[config.mk]
export PLATFORM = sky130hd
export DESIGN_NAME = line_anchored_header_matcher_flat
export DESIGN_NICKNAME = d
export VERILOG_FILES = /design/src/sv/lahm_pkg.sv /design/src/sv/lahm_chan_if.sv /design/src/sv/lahm_csr.sv /design/src/sv/lahm_scan.sv /design/src/sv/lahm_out.sv /design/src/sv/line_anchored_header_matcher.sv /design/src/flat_wrapper.sv
export SDC_FILE = /design/constraint.sdc
export NUM_CORES = 1
export LEC_CHECK = 0
export ABC_AREA = 1
export ABC_CLOCK_PERIOD_IN_PS = 4200
export BUFFER_PORTS_ARGS = -buffer_cell sky130_fd_sc_hd__buf_2
export CORE_ASPECT_RATIO = 2
export CORE_MARGIN = 5
export CORE_UTILIZATION = 53
export DETAILED_ROUTE_END_ITERATION = 6
export PLACE_DENSITY = 0.67
export SYNTH_ARGS = -nofsm -noshare
export SYNTH_HDL_FRONTEND = slang
export SYNTH_HIERARCHICAL = 1
export SYNTH_SLANG_ARGS = --single-unit
[constraint.sdc]
create_clock -name clock -period 4.2 [get_ports clock]
set_input_delay 0.42 -clock clock [delete_from_list [all_inputs] [get_ports clock]]
set_output_delay 0.42 -clock clock [all_outputs]
set_load 0.05 [all_outputs]
[src/sv/lahm_pkg.sv]
// ----------------------------------------------------------------------------
// lahm_pkg
// Shared types, constants and register indexes of the anchored header line
// matcher.
// ----------------------------------------------------------------------------
package lahm_pkg;

   // pattern store: six 64-bit registers, lowest byte first
   localparam int PAT_WORDS      = 6;
   localparam int PAT_BYTES      = PAT_WORDS * 8;
   localparam int CSR_DATA_W     = 64;
   localparam int CSR_IDX_W      = 3;
   localparam int LEN_W          = 6;
   localparam int CNT_W          = $clog2(PAT_BYTES + 1);
   localparam int MAX_PATTERN    = 48;
   localparam int OFFSET_BITS_DEF = 16;
   localparam int MATCH_OFFSET_W = 16;

   // register indexes
   localparam logic [CSR_IDX_W-1:0] CSR_PATTERN_LAST   = 3'd5;
   localparam logic [CSR_IDX_W-1:0] CSR_PATTERN_LENGTH = 3'd6;

   // scan phase of the current line
   typedef enum logic [1:0] {
      PH_COMPARE,
      PH_TAIL,
      PH_SKIP,
      PH_DONE
   } phase_type;

   // input item
   typedef struct packed {
      logic [7:0] text_byte;
      logic       buffer_end;
   } req_type;

   // result item
   typedef struct packed {
      logic                      found;
      logic [MATCH_OFFSET_W-1:0] match_offset;
   } rsp_type;

   // result handed from the scan stage to the result register
   typedef struct packed {
      logic    emit;
      rsp_type data;
   } result_type;

endpackage

[src/sv/lahm_chan_if.sv]
// ----------------------------------------------------------------------------
// lahm_chan_if
// Valid/ready channel carrying one payload item per handshake.
// ----------------------------------------------------------------------------
interface lahm_chan_if #(
   parameter type payload_type = lahm_pkg::req_type
) ();

   logic        valid;
   logic        ready;
   payload_type payload;

   modport source (output valid, output payload, input ready);
   modport sink (input valid, input payload, output ready);

endinterface

[src/sv/lahm_csr.sv]
// ----------------------------------------------------------------------------
// lahm_csr
// Pattern and length registers, plus a register holding the pattern byte
// at the next match count so the compare path sees a single byte.
// ----------------------------------------------------------------------------
module lahm_csr (
   input  logic                                clock,
   input  logic                                reset,
   input  logic                                csr_write_en,
   input  logic [lahm_pkg::CSR_IDX_W-1:0]      csr_index,
   input  logic [lahm_pkg::CSR_DATA_W-1:0]     csr_write_data,
   input  logic [lahm_pkg::CNT_W-1:0]          rd_addr,
   output logic [7:0]                          pat_byte,
   output logic [lahm_pkg::LEN_W-1:0]          eff_len
);

   logic [lahm_pkg::PAT_BYTES-1:0][7:0] pattern_ff, pattern_in;
   logic [lahm_pkg::LEN_W-1:0]          length_ff, length_in;
   logic [7:0]                          pat_byte_ff, pat_byte_in;

   // register writes
   always_comb begin
      pattern_in = pattern_ff;
      length_in  = length_ff;
      if (csr_write_en) begin
         for (int w = 0; w < lahm_pkg::PAT_WORDS; w++) begin
            if (csr_index == lahm_pkg::CSR_IDX_W'(w)) begin
               pattern_in[w*8 +: 8] = csr_write_data;
            end
         end
         if (csr_index == lahm_pkg::CSR_PATTERN_LENGTH) begin
            length_in = csr_write_data[lahm_pkg::LEN_W-1:0];
         end
      end
   end

   // byte at the next match count, taken from the updated pattern
   always_comb begin
      if (32'(rd_addr) < lahm_pkg::PAT_BYTES) begin
         pat_byte_in = pattern_in[rd_addr];
      end else begin
         pat_byte_in = '0;
      end
   end

   always_ff @(posedge clock) begin
      if (reset) begin
         pattern_ff  <= '0;
         length_ff   <= lahm_pkg::LEN_W'(1);
         pat_byte_ff <= '0;
      end else begin
         pattern_ff  <= pattern_in;
         length_ff   <= length_in;
         pat_byte_ff <= pat_byte_in;
      end
   end

   // zero acts as one, long lengths clamp to the pattern limit
   always_comb begin
      if (length_ff == '0) begin
         eff_len = lahm_pkg::LEN_W'(1);
      end else if ({1'b0, length_ff} > (lahm_pkg::LEN_W + 1)'(lahm_pkg::MAX_PATTERN)) begin
         eff_len = lahm_pkg::LEN_W'(lahm_pkg::MAX_PATTERN);
      end else begin
         eff_len = length_ff;
      end
   end

   assign pat_byte = pat_byte_ff;

endmodule

[src/sv/lahm_scan.sv]
// ----------------------------------------------------------------------------
// lahm_scan
// Input register and per-byte line scanner: compare, tail check and skip
// phases, offsets and the decision of the one result per buffer.
// ----------------------------------------------------------------------------
module lahm_scan #(
   parameter int OFFSET_BITS = lahm_pkg::OFFSET_BITS_DEF
) (
   input  logic                          clock,
   input  logic                          reset,
   lahm_chan_if.sink                     req_chan,
   input  logic [lahm_pkg::LEN_W-1:0]    eff_len,
   input  logic [7:0]                    pat_byte,
   input  logic                          out_space,
   output lahm_pkg::result_type          res,
   output logic [lahm_pkg::CNT_W-1:0]    mc_next
);

   localparam logic [7:0] CH_NUL = 8'h00;
   localparam logic [7:0] CH_LF  = 8'h0A;
   localparam logic [7:0] CH_CR  = 8'h0D;

   function automatic logic is_blank(input logic [7:0] b);
      return (b == 8'h20) || (b == 8'h09) || (b == 8'h0B) || (b == 8'h0C);
   endfunction

   logic                         in_valid_ff, in_valid_in;
   lahm_pkg::req_type            item_ff;
   lahm_pkg::phase_type          phase_ff, phase_in, phase_work;
   logic [lahm_pkg::CNT_W-1:0]   mc_ff, mc_in;
   logic [OFFSET_BITS-1:0]       pos_ff, pos_in, lso_ff, lso_in, next_pos;
   logic                         fire, emit, found;

   // input register
   assign fire          = in_valid_ff && out_space;
   assign req_chan.ready = !in_valid_ff || fire;

   always_comb begin
      in_valid_in = in_valid_ff;
      if (req_chan.valid && req_chan.ready) begin
         in_valid_in = 1'b1;
      end else if (fire) begin
         in_valid_in = 1'b0;
      end
   end

   always_ff @(posedge clock) begin
      if (req_chan.valid && req_chan.ready) begin
         item_ff <= req_chan.payload;
      end
   end

   // saturating byte position
   assign next_pos = (pos_ff == '1) ? pos_ff : pos_ff + 1'b1;

   // next state and result of the byte in the input register
   always_comb begin
      phase_in   = phase_ff;
      mc_in      = mc_ff;
      pos_in     = pos_ff;
      lso_in     = lso_ff;
      phase_work = phase_ff;
      emit       = 1'b0;
      found      = 1'b0;
      res        = '0;
      if (fire) begin
         // pattern shortened under an ongoing compare
         if (phase_work == lahm_pkg::PH_COMPARE && mc_ff >= eff_len) begin
            phase_work = lahm_pkg::PH_TAIL;
         end
         unique case (phase_work)
            lahm_pkg::PH_COMPARE: begin
               if (item_ff.text_byte == CH_NUL) begin
                  emit = 1'b1;
               end else if (item_ff.text_byte == pat_byte) begin
                  mc_in = mc_ff + 1'b1;
                  if (mc_in >= eff_len) begin
                     phase_work = lahm_pkg::PH_TAIL;
                  end
               end else if (item_ff.text_byte == CH_LF) begin
                  mc_in  = '0;
                  lso_in = next_pos;
               end else begin
                  mc_in      = '0;
                  phase_work = lahm_pkg::PH_SKIP;
               end
            end
            lahm_pkg::PH_TAIL: begin
               if (item_ff.text_byte == CH_NUL || item_ff.text_byte == CH_LF ||
                   item_ff.text_byte == CH_CR) begin
                  emit  = 1'b1;
                  found = 1'b1;
               end else if (!is_blank(item_ff.text_byte)) begin
                  mc_in      = '0;
                  phase_work = lahm_pkg::PH_SKIP;
               end
            end
            lahm_pkg::PH_SKIP: begin
               if (item_ff.text_byte == CH_NUL) begin
                  emit = 1'b1;
               end else if (item_ff.text_byte == CH_LF) begin
                  mc_in      = '0;
                  lso_in     = next_pos;
                  phase_work = lahm_pkg::PH_COMPARE;
               end
            end
            lahm_pkg::PH_DONE: begin
            end
            default: begin
            end
         endcase
         pos_in = next_pos;

         // end of buffer decides whatever is still open
         if (item_ff.buffer_end && !emit && phase_work != lahm_pkg::PH_DONE) begin
            emit  = 1'b1;
            found = (phase_work == lahm_pkg::PH_TAIL);
         end
         if (emit) begin
            phase_work = lahm_pkg::PH_DONE;
         end
         phase_in = phase_work;

         res.emit       = emit;
         res.data.found = found;
         res.data.match_offset = found ? lahm_pkg::MATCH_OFFSET_W'(lso_in) : '0;

         // every buffer starts from a clean scan
         if (item_ff.buffer_end) begin
            phase_in = lahm_pkg::PH_COMPARE;
            mc_in    = '0;
            pos_in   = '0;
            lso_in   = '0;
         end
      end
   end

   assign mc_next = mc_in;

   always_ff @(posedge clock) begin
      if (reset) begin
         in_valid_ff <= 1'b0;
         phase_ff    <= lahm_pkg::PH_COMPARE;
         mc_ff       <= '0;
         pos_ff      <= '0;
         lso_ff      <= '0;
      end else begin
         in_valid_ff <= in_valid_in;
         phase_ff    <= phase_in;
         mc_ff       <= mc_in;
         pos_ff      <= pos_in;
         lso_ff      <= lso_in;
      end
   end

endmodule

[src/sv/lahm_out.sv]
// ----------------------------------------------------------------------------
// lahm_out
// Result register: holds a finished result until the sink takes it.
// ----------------------------------------------------------------------------
module lahm_out (
   input  logic                 clock,
   input  logic                 reset,
   input  lahm_pkg::result_type res,
   output logic                 out_space,
   lahm_chan_if.source          rsp_chan
);

   logic              valid_ff, valid_in;
   lahm_pkg::rsp_type data_ff;

   // room for a new result when empty or being drained
   assign out_space = !valid_ff || rsp_chan.ready;

   always_comb begin
      valid_in = valid_ff;
      if (res.emit) begin
         valid_in = 1'b1;
      end else if (rsp_chan.ready) begin
         valid_in = 1'b0;
      end
   end

   always_ff @(posedge clock) begin
      if (reset) begin
         valid_ff <= 1'b0;
      end else begin
         valid_ff <= valid_in;
      end
   end

   always_ff @(posedge clock) begin
      if (res.emit) begin
         data_ff <= res.data;
      end
   end

   assign rsp_chan.valid   = valid_ff;
   assign rsp_chan.payload = data_ff;

endmodule

[src/sv/line_anchored_header_matcher.sv]
// ----------------------------------------------------------------------------
// line_anchored_header_matcher
// Finds the first line of a byte stream that starts with a configured header
// pattern and ends in whitespace only; one result per buffer.
// ----------------------------------------------------------------------------
//  channel    direction  payload
//  req_chan   in         text_byte[7:0], buffer_end
//  rsp_chan   out        found, match_offset[15:0]
//  csr_*      in         write enable, index[2:0], write data[63:0]
//
// one item per cycle while the result register has room; a deciding item passes
// the input register, then its result is registered in the result register
// the rate is set by the single scan stage that updates phase and match count
// reset is synchronous and active high; it clears scan state and registers
// a held result stalls the scan stage, which in turn stops taking items
// ----------------------------------------------------------------------------
module line_anchored_header_matcher #(
   parameter int OFFSET_BITS = lahm_pkg::OFFSET_BITS_DEF
) (
   input  logic                             clock,
   input  logic                             reset,
   lahm_chan_if.sink                        req_chan,
   lahm_chan_if.source                      rsp_chan,
   input  logic                             csr_write_en,
   input  logic [lahm_pkg::CSR_IDX_W-1:0]   csr_index,
   input  logic [lahm_pkg::CSR_DATA_W-1:0]  csr_write_data
);

   logic [7:0]                  pat_byte;
   logic [lahm_pkg::LEN_W-1:0]  eff_len;
   logic [lahm_pkg::CNT_W-1:0]  mc_next;
   logic                        out_space;
   lahm_pkg::result_type        res;

   // pattern registers
   lahm_csr u_csr (
      .clock          (clock),
      .reset          (reset),
      .csr_write_en   (csr_write_en),
      .csr_index      (csr_index),
      .csr_write_data (csr_write_data),
      .rd_addr        (mc_next),
      .pat_byte       (pat_byte),
      .eff_len        (eff_len)
   );

   // line scanner
   lahm_scan #(
      .OFFSET_BITS (OFFSET_BITS)
   ) u_scan (
      .clock     (clock),
      .reset     (reset),
      .req_chan  (req_chan),
      .eff_len   (eff_len),
      .pat_byte  (pat_byte),
      .out_space (out_space),
      .res       (res),
      .mc_next   (mc_next)
   );

   // result register
   lahm_out u_out (
      .clock     (clock),
      .reset     (reset),
      .res       (res),
      .out_space (out_space),
      .rsp_chan  (rsp_chan)
   );

   // a result is only produced when the result register has room
   a_emit_room: assert property (@(posedge clock) disable iff (reset)
      res.emit |-> out_space)
      else $error("result produced without room in the result register");

   // a not-found result carries a zero offset
   a_nf_zero: assert property (@(posedge clock) disable iff (reset)
      (res.emit && !res.data.found) |-> (res.data.match_offset == '0))
      else $error("not-found result with nonzero offset");

   // a produced result shows up on the output in the next cycle
   a_emit_out: assert property (@(posedge clock) disable iff (reset)
      res.emit |=> rsp_chan.valid)
      else $error("result lost on its way to the output");

endmodule

[src/flat_wrapper.sv]
// flat-port wrapper written by rule: the top's interface ports become plain ports
module line_anchored_header_matcher_flat 
#(
   parameter int OFFSET_BITS = lahm_pkg::OFFSET_BITS_DEF
)
  (clock, reset, csr_write_en, csr_index, csr_write_data, req_chan_valid, req_chan_payload, req_chan_ready, rsp_chan_valid, rsp_chan_payload, rsp_chan_ready);
  lahm_chan_if #(.payload_type(lahm_pkg::req_type)) req_chan_i ();
  lahm_chan_if #(.payload_type(lahm_pkg::rsp_type)) rsp_chan_i ();
  input  logic clock;
  input  logic reset;
  input  logic csr_write_en;
  input  logic [lahm_pkg::CSR_IDX_W-1:0] csr_index;
  input  logic [lahm_pkg::CSR_DATA_W-1:0] csr_write_data;
  input wire logic [$bits(req_chan_i.valid)-1:0] req_chan_valid;
  input wire logic [$bits(req_chan_i.payload)-1:0] req_chan_payload;
  output wire logic [$bits(req_chan_i.ready)-1:0] req_chan_ready;
  output wire logic [$bits(rsp_chan_i.valid)-1:0] rsp_chan_valid;
  output wire logic [$bits(rsp_chan_i.payload)-1:0] rsp_chan_payload;
  input wire logic [$bits(rsp_chan_i.ready)-1:0] rsp_chan_ready;
  assign req_chan_i.valid = req_chan_valid;
  assign req_chan_i.payload = req_chan_payload;
  assign req_chan_ready = req_chan_i.ready;
  assign rsp_chan_valid = rsp_chan_i.valid;
  assign rsp_chan_payload = rsp_chan_i.payload;
  assign rsp_chan_i.ready = rsp_chan_ready;
  line_anchored_header_matcher #(.OFFSET_BITS(OFFSET_BITS)) u_core (.clock(clock), .reset(reset), .req_chan(req_chan_i), .rsp_chan(rsp_chan_i), .csr_write_en(csr_write_en), .csr_index(csr_index), .csr_write_data(csr_write_data));
endmodule
==> impl_metrics.csv <==
group,metric,value,unit
setup_path,startpoint,"u_core/u_csr/length_ff[0]$_SDFFE_PP1P_",
worst_hold_path,hold_path_depth,1,
floorplan,initial_core_util,53.4,%
route,ant_nets,0,
grt,grt_pass1_vias,21700,
clock_network,clkTransAtPathRegs,0.07,ns
run_status,status,"finished clean",
clock_network,cts_setup_buffers,0,
sta,max_freq,259,MHz
yosys,synth_common_cells,"nand2_1 (1,108), nand3_1 (623), dfxtp_1 (440)",
setup_path,ff2ff_path_depth,26,
worst_hold_path,min_to,"u_core/u_scan/item_ff[0]$_DFFE_PP_",
setup_path,slowest_stage,"nor4_2",
worst_hold_path,min-delay-start,"req_chan_payload[0]",
route,drc,0,
clock_network,cts_buffer_depth,3,
sta,final_hold_viol_count,0,
setup_path,arrival,4.31,ns
sta,whs,0.0306,ns
yosys,yosysSeqAreaShare,42.2,%
final_layout,nFillCells,4125,
grt,antenna_found_initial,21,
yosys,synthArstFlopShare,0,%
place,gp_congestion,0.974,
yosys,synth_most_common_cell,"nand2_1",
floorplan,io_pins,100,
setup_path,crit_fanout,57,
yosys,yosys-top-cells-area,"dfxtp_1 (39%), nand2_1 (18%), nand3_1 (14%)",
sta,setup_viol,0,
setup_path,critPathKind,"reg2reg",
final_layout,final_area,0.0252,sq mm
floorplan,num_rows,107,
clock_network,h-tree-depth,2,
route,wl_per_cell,20.3,um
grt,grt_first_pass_wirelength,124,mm
floorplan,dieHeight,303,um
route,firstDrtPassIters,6,
clock_network,clock_latency,0.57,ns
sta,tightest_slew,1.17,ns
grt,grt_overflow_total,0,
floorplan,die_w,156,um
worst_hold_path,hold_path.class,"in2reg",
sta,slew_headroom,22.1,%
floorplan,design.core.area,0.0426,sq mm
place,place_area,0.0236,sq mm
power_and_ir_drop,ir_drop,0.000341,V
yosys,synth-edff-count,26,
clock_network,numClockSinks,466,
place,io_buffers,99,
clock_network,cts_tree,"yes",
final_layout,drive_above_1_share,8.56,%
route,drtIter0Drc,2467,
clock_network,cts_buffers,44,
sta,fin_crit_sh,91.9,%
final_layout,syn_to_final_growth,10.8,%
yosys,yosysTopAreaCellShare,38.7,%
clock_network,clock-root-buffer,"clkbuf_16",
yosys,syn_avg_cell_area,6.62,sq um
yosys,ys_types,34,
place,hpwl,53.7,mm
yosys,netlist_area,0.0227,sq mm
route,vias,23400,
setup_path,critPathMaxStageDelay,0.36,ns
route,wl,81.1,mm
setup_path,rr_endpoint,"u_core/u_csr/pat_byte[5]$_SDFF_PP0_",
yosys,ys_ff_latch,466,
setup_path,start_kind,"flip-flop",
sta,clock_skew,0.0142,ns
final_layout,final_nets,3508,
yosys,syn_nets,3532,
sta,final.setup.tns,0,ns
flow_run,cap_viol_max_count,0,
setup_path,worstPathRequired,4.65,ns
yosys,synth_ff_type,"dfxtp_1",
sta,slew_viol_final,0,
yosys,synth_top_area_cell,"dfxtp_1",
sta,min_period,3.86,ns
floorplan,die_area,0.0474,sq mm
yosys,netlist_instances,3437,
power_and_ir_drop,power_density,383,mW/mm^2
setup_path,reg2reg_slack,0.34,ns
power_and_ir_drop,leakage,10.9,nW
grt,grt_use_total,33.4,%
yosys,synth_warnings,6,
grt,grt_max_degree,168,
setup_path,cp-end-kind,"flip-flop",
route,drt-vias-per-instance,5.85,
setup_path,r2r-start,"u_core/u_csr/length_ff[0]$_SDFFE_PP1P_",
==> timing repair <==
action / in CTS / in global routing
gates resized for setup: 0 / 4
setup endpoints to repair: 0 / 8
hold buffers: 0 / 0
==> placed cells by master (no fill, tap or decap), types with 3 or more instances in the layout <==
cell	Yosys	routed
buf_2	50	98
bufinv_16	0	5
inv_1	235	235
clkinv_2	0	3
edfxtp_1	26	26
a21oi_1	301	301
xor2_1	5	5
buf_4	2	37
clkbuf_8	0	10
clkbuf_16	0	45
o21ai_1	43	44
nor2_1	194	189
nor2_2	18	20
o2111ai_1	4	4
o21ai_0	122	121
ha_1	14	14
dfxtp_1	440	440
clkbuf_1	127	5
nor2_4	5	8
nand3_1	623	623
o211ai_1	12	12
inv_6	0	6
nand2_2	9	11
buf_12	0	18
nand2_4	2	6
o21bai_1	3	3
a21oi_2	3	3
clkinv_1	6	5
nand4_1	12	12
diode_2	0	12
xnor2_1	6	6
inv_2	12	12
nand2_1	1108	1102
==> per-layer routing <==
layer  part of all wire [%]  GRT usage, %
met5                  0.033             0
met3                    6.9          5.37
met4                    9.4          26.2
met1                     35          35.6
met2                     49          57.8
==> sequential cells by signal, indices dropped and copies added (netlist names), 6 cells and up <==
register                       count
u_core/u_csr/pattern_ff          384
u_core/u_out/rsp_chan.payload     17
u_core/u_scan/lso_ff              16
u_core/u_scan/pos_ff              16
u_core/u_scan/item_ff              9
u_core/u_csr/pat_byte              8
u_core/u_csr/length_ff             6
u_core/u_scan/mc_ff                6
==> kinds of logic (layout without fill, tap and decap cells) <==
family	Yosys count	after routing	share of synthesized area, %
AOI/OAI and AO/OA	489	489	11.0
xor gates and xnor gates	11	11	0.423
adders and majority gates	14	14	0.770
buffers and inverters	478	486	8.66
DFF	466	466	42.2
other	0	12	0
and+or+nand+nor	1979	1979	37.0
==> cell type report <==
cell class              count  area (sq um)  area share (%)
repair buffers            155          1150            4.58
inverters                 253           955            3.79
well taps                 545           682            2.70
diodes                     12          30.0           0.119
clock buffers              60          1280            5.09
multi-input cells        2493         11300            44.7
clock inverters            18           253            1.00
flip-flops and latches    466          9590            38.0
==> power breakdown <==
part / internal [mW] / switching [mW] / total [mW]
registers: 4.57 / 0.0397 / 4.61
clock network: 2.47 / 1.82 / 4.29
logic: 0.208 / 0.549 / 0.756
==> stage by stage <==
step,cells,utilization (%),worst slack (ns),total power [mW]
finish,4002,59.2,0.339,9.65
global route,3998,59.2,-0.0260,9.97
CTS,3990,59.1,0.214,9.71
detailed placement,3912,55.5,0.231,5.45
global placement,3912,55.5,0.267,5.43
floorplan,3437,-,0.633,5.17
==> worst max-delay path by stage <==
stage,end,depth (start not counted)
2_1_floorplan,u_core/u_csr/pat_byte[2]$_SDFF_PP0_,29
3_3_place_gp,u_core/u_csr/pat_byte[1]$_SDFF_PP0_,27
3_5_place_dp,u_core/u_csr/pat_byte[1]$_SDFF_PP0_,27
4_1_cts,u_core/u_csr/pat_byte[7]$_SDFF_PP0_,27
5_1_grt,u_core/u_csr/pat_byte[5]$_SDFF_PP0_,26
6_report,u_core/u_csr/pat_byte[5]$_SDFF_PP0_,26
==> worst max-delay path, delay by kind of cell, from the launching register on <==
family | cells | cell delay, ns
and+or+nand+nor | 20 | 2.36
adders and majority gates | 1 | 0.30
DFF | 1 | 0.32
AOI/OAI and AO/OA | 1 | 0.06
buffers and inverters | 4 | 0.64
No activity file was read; power rests on OpenSTA's default activity.
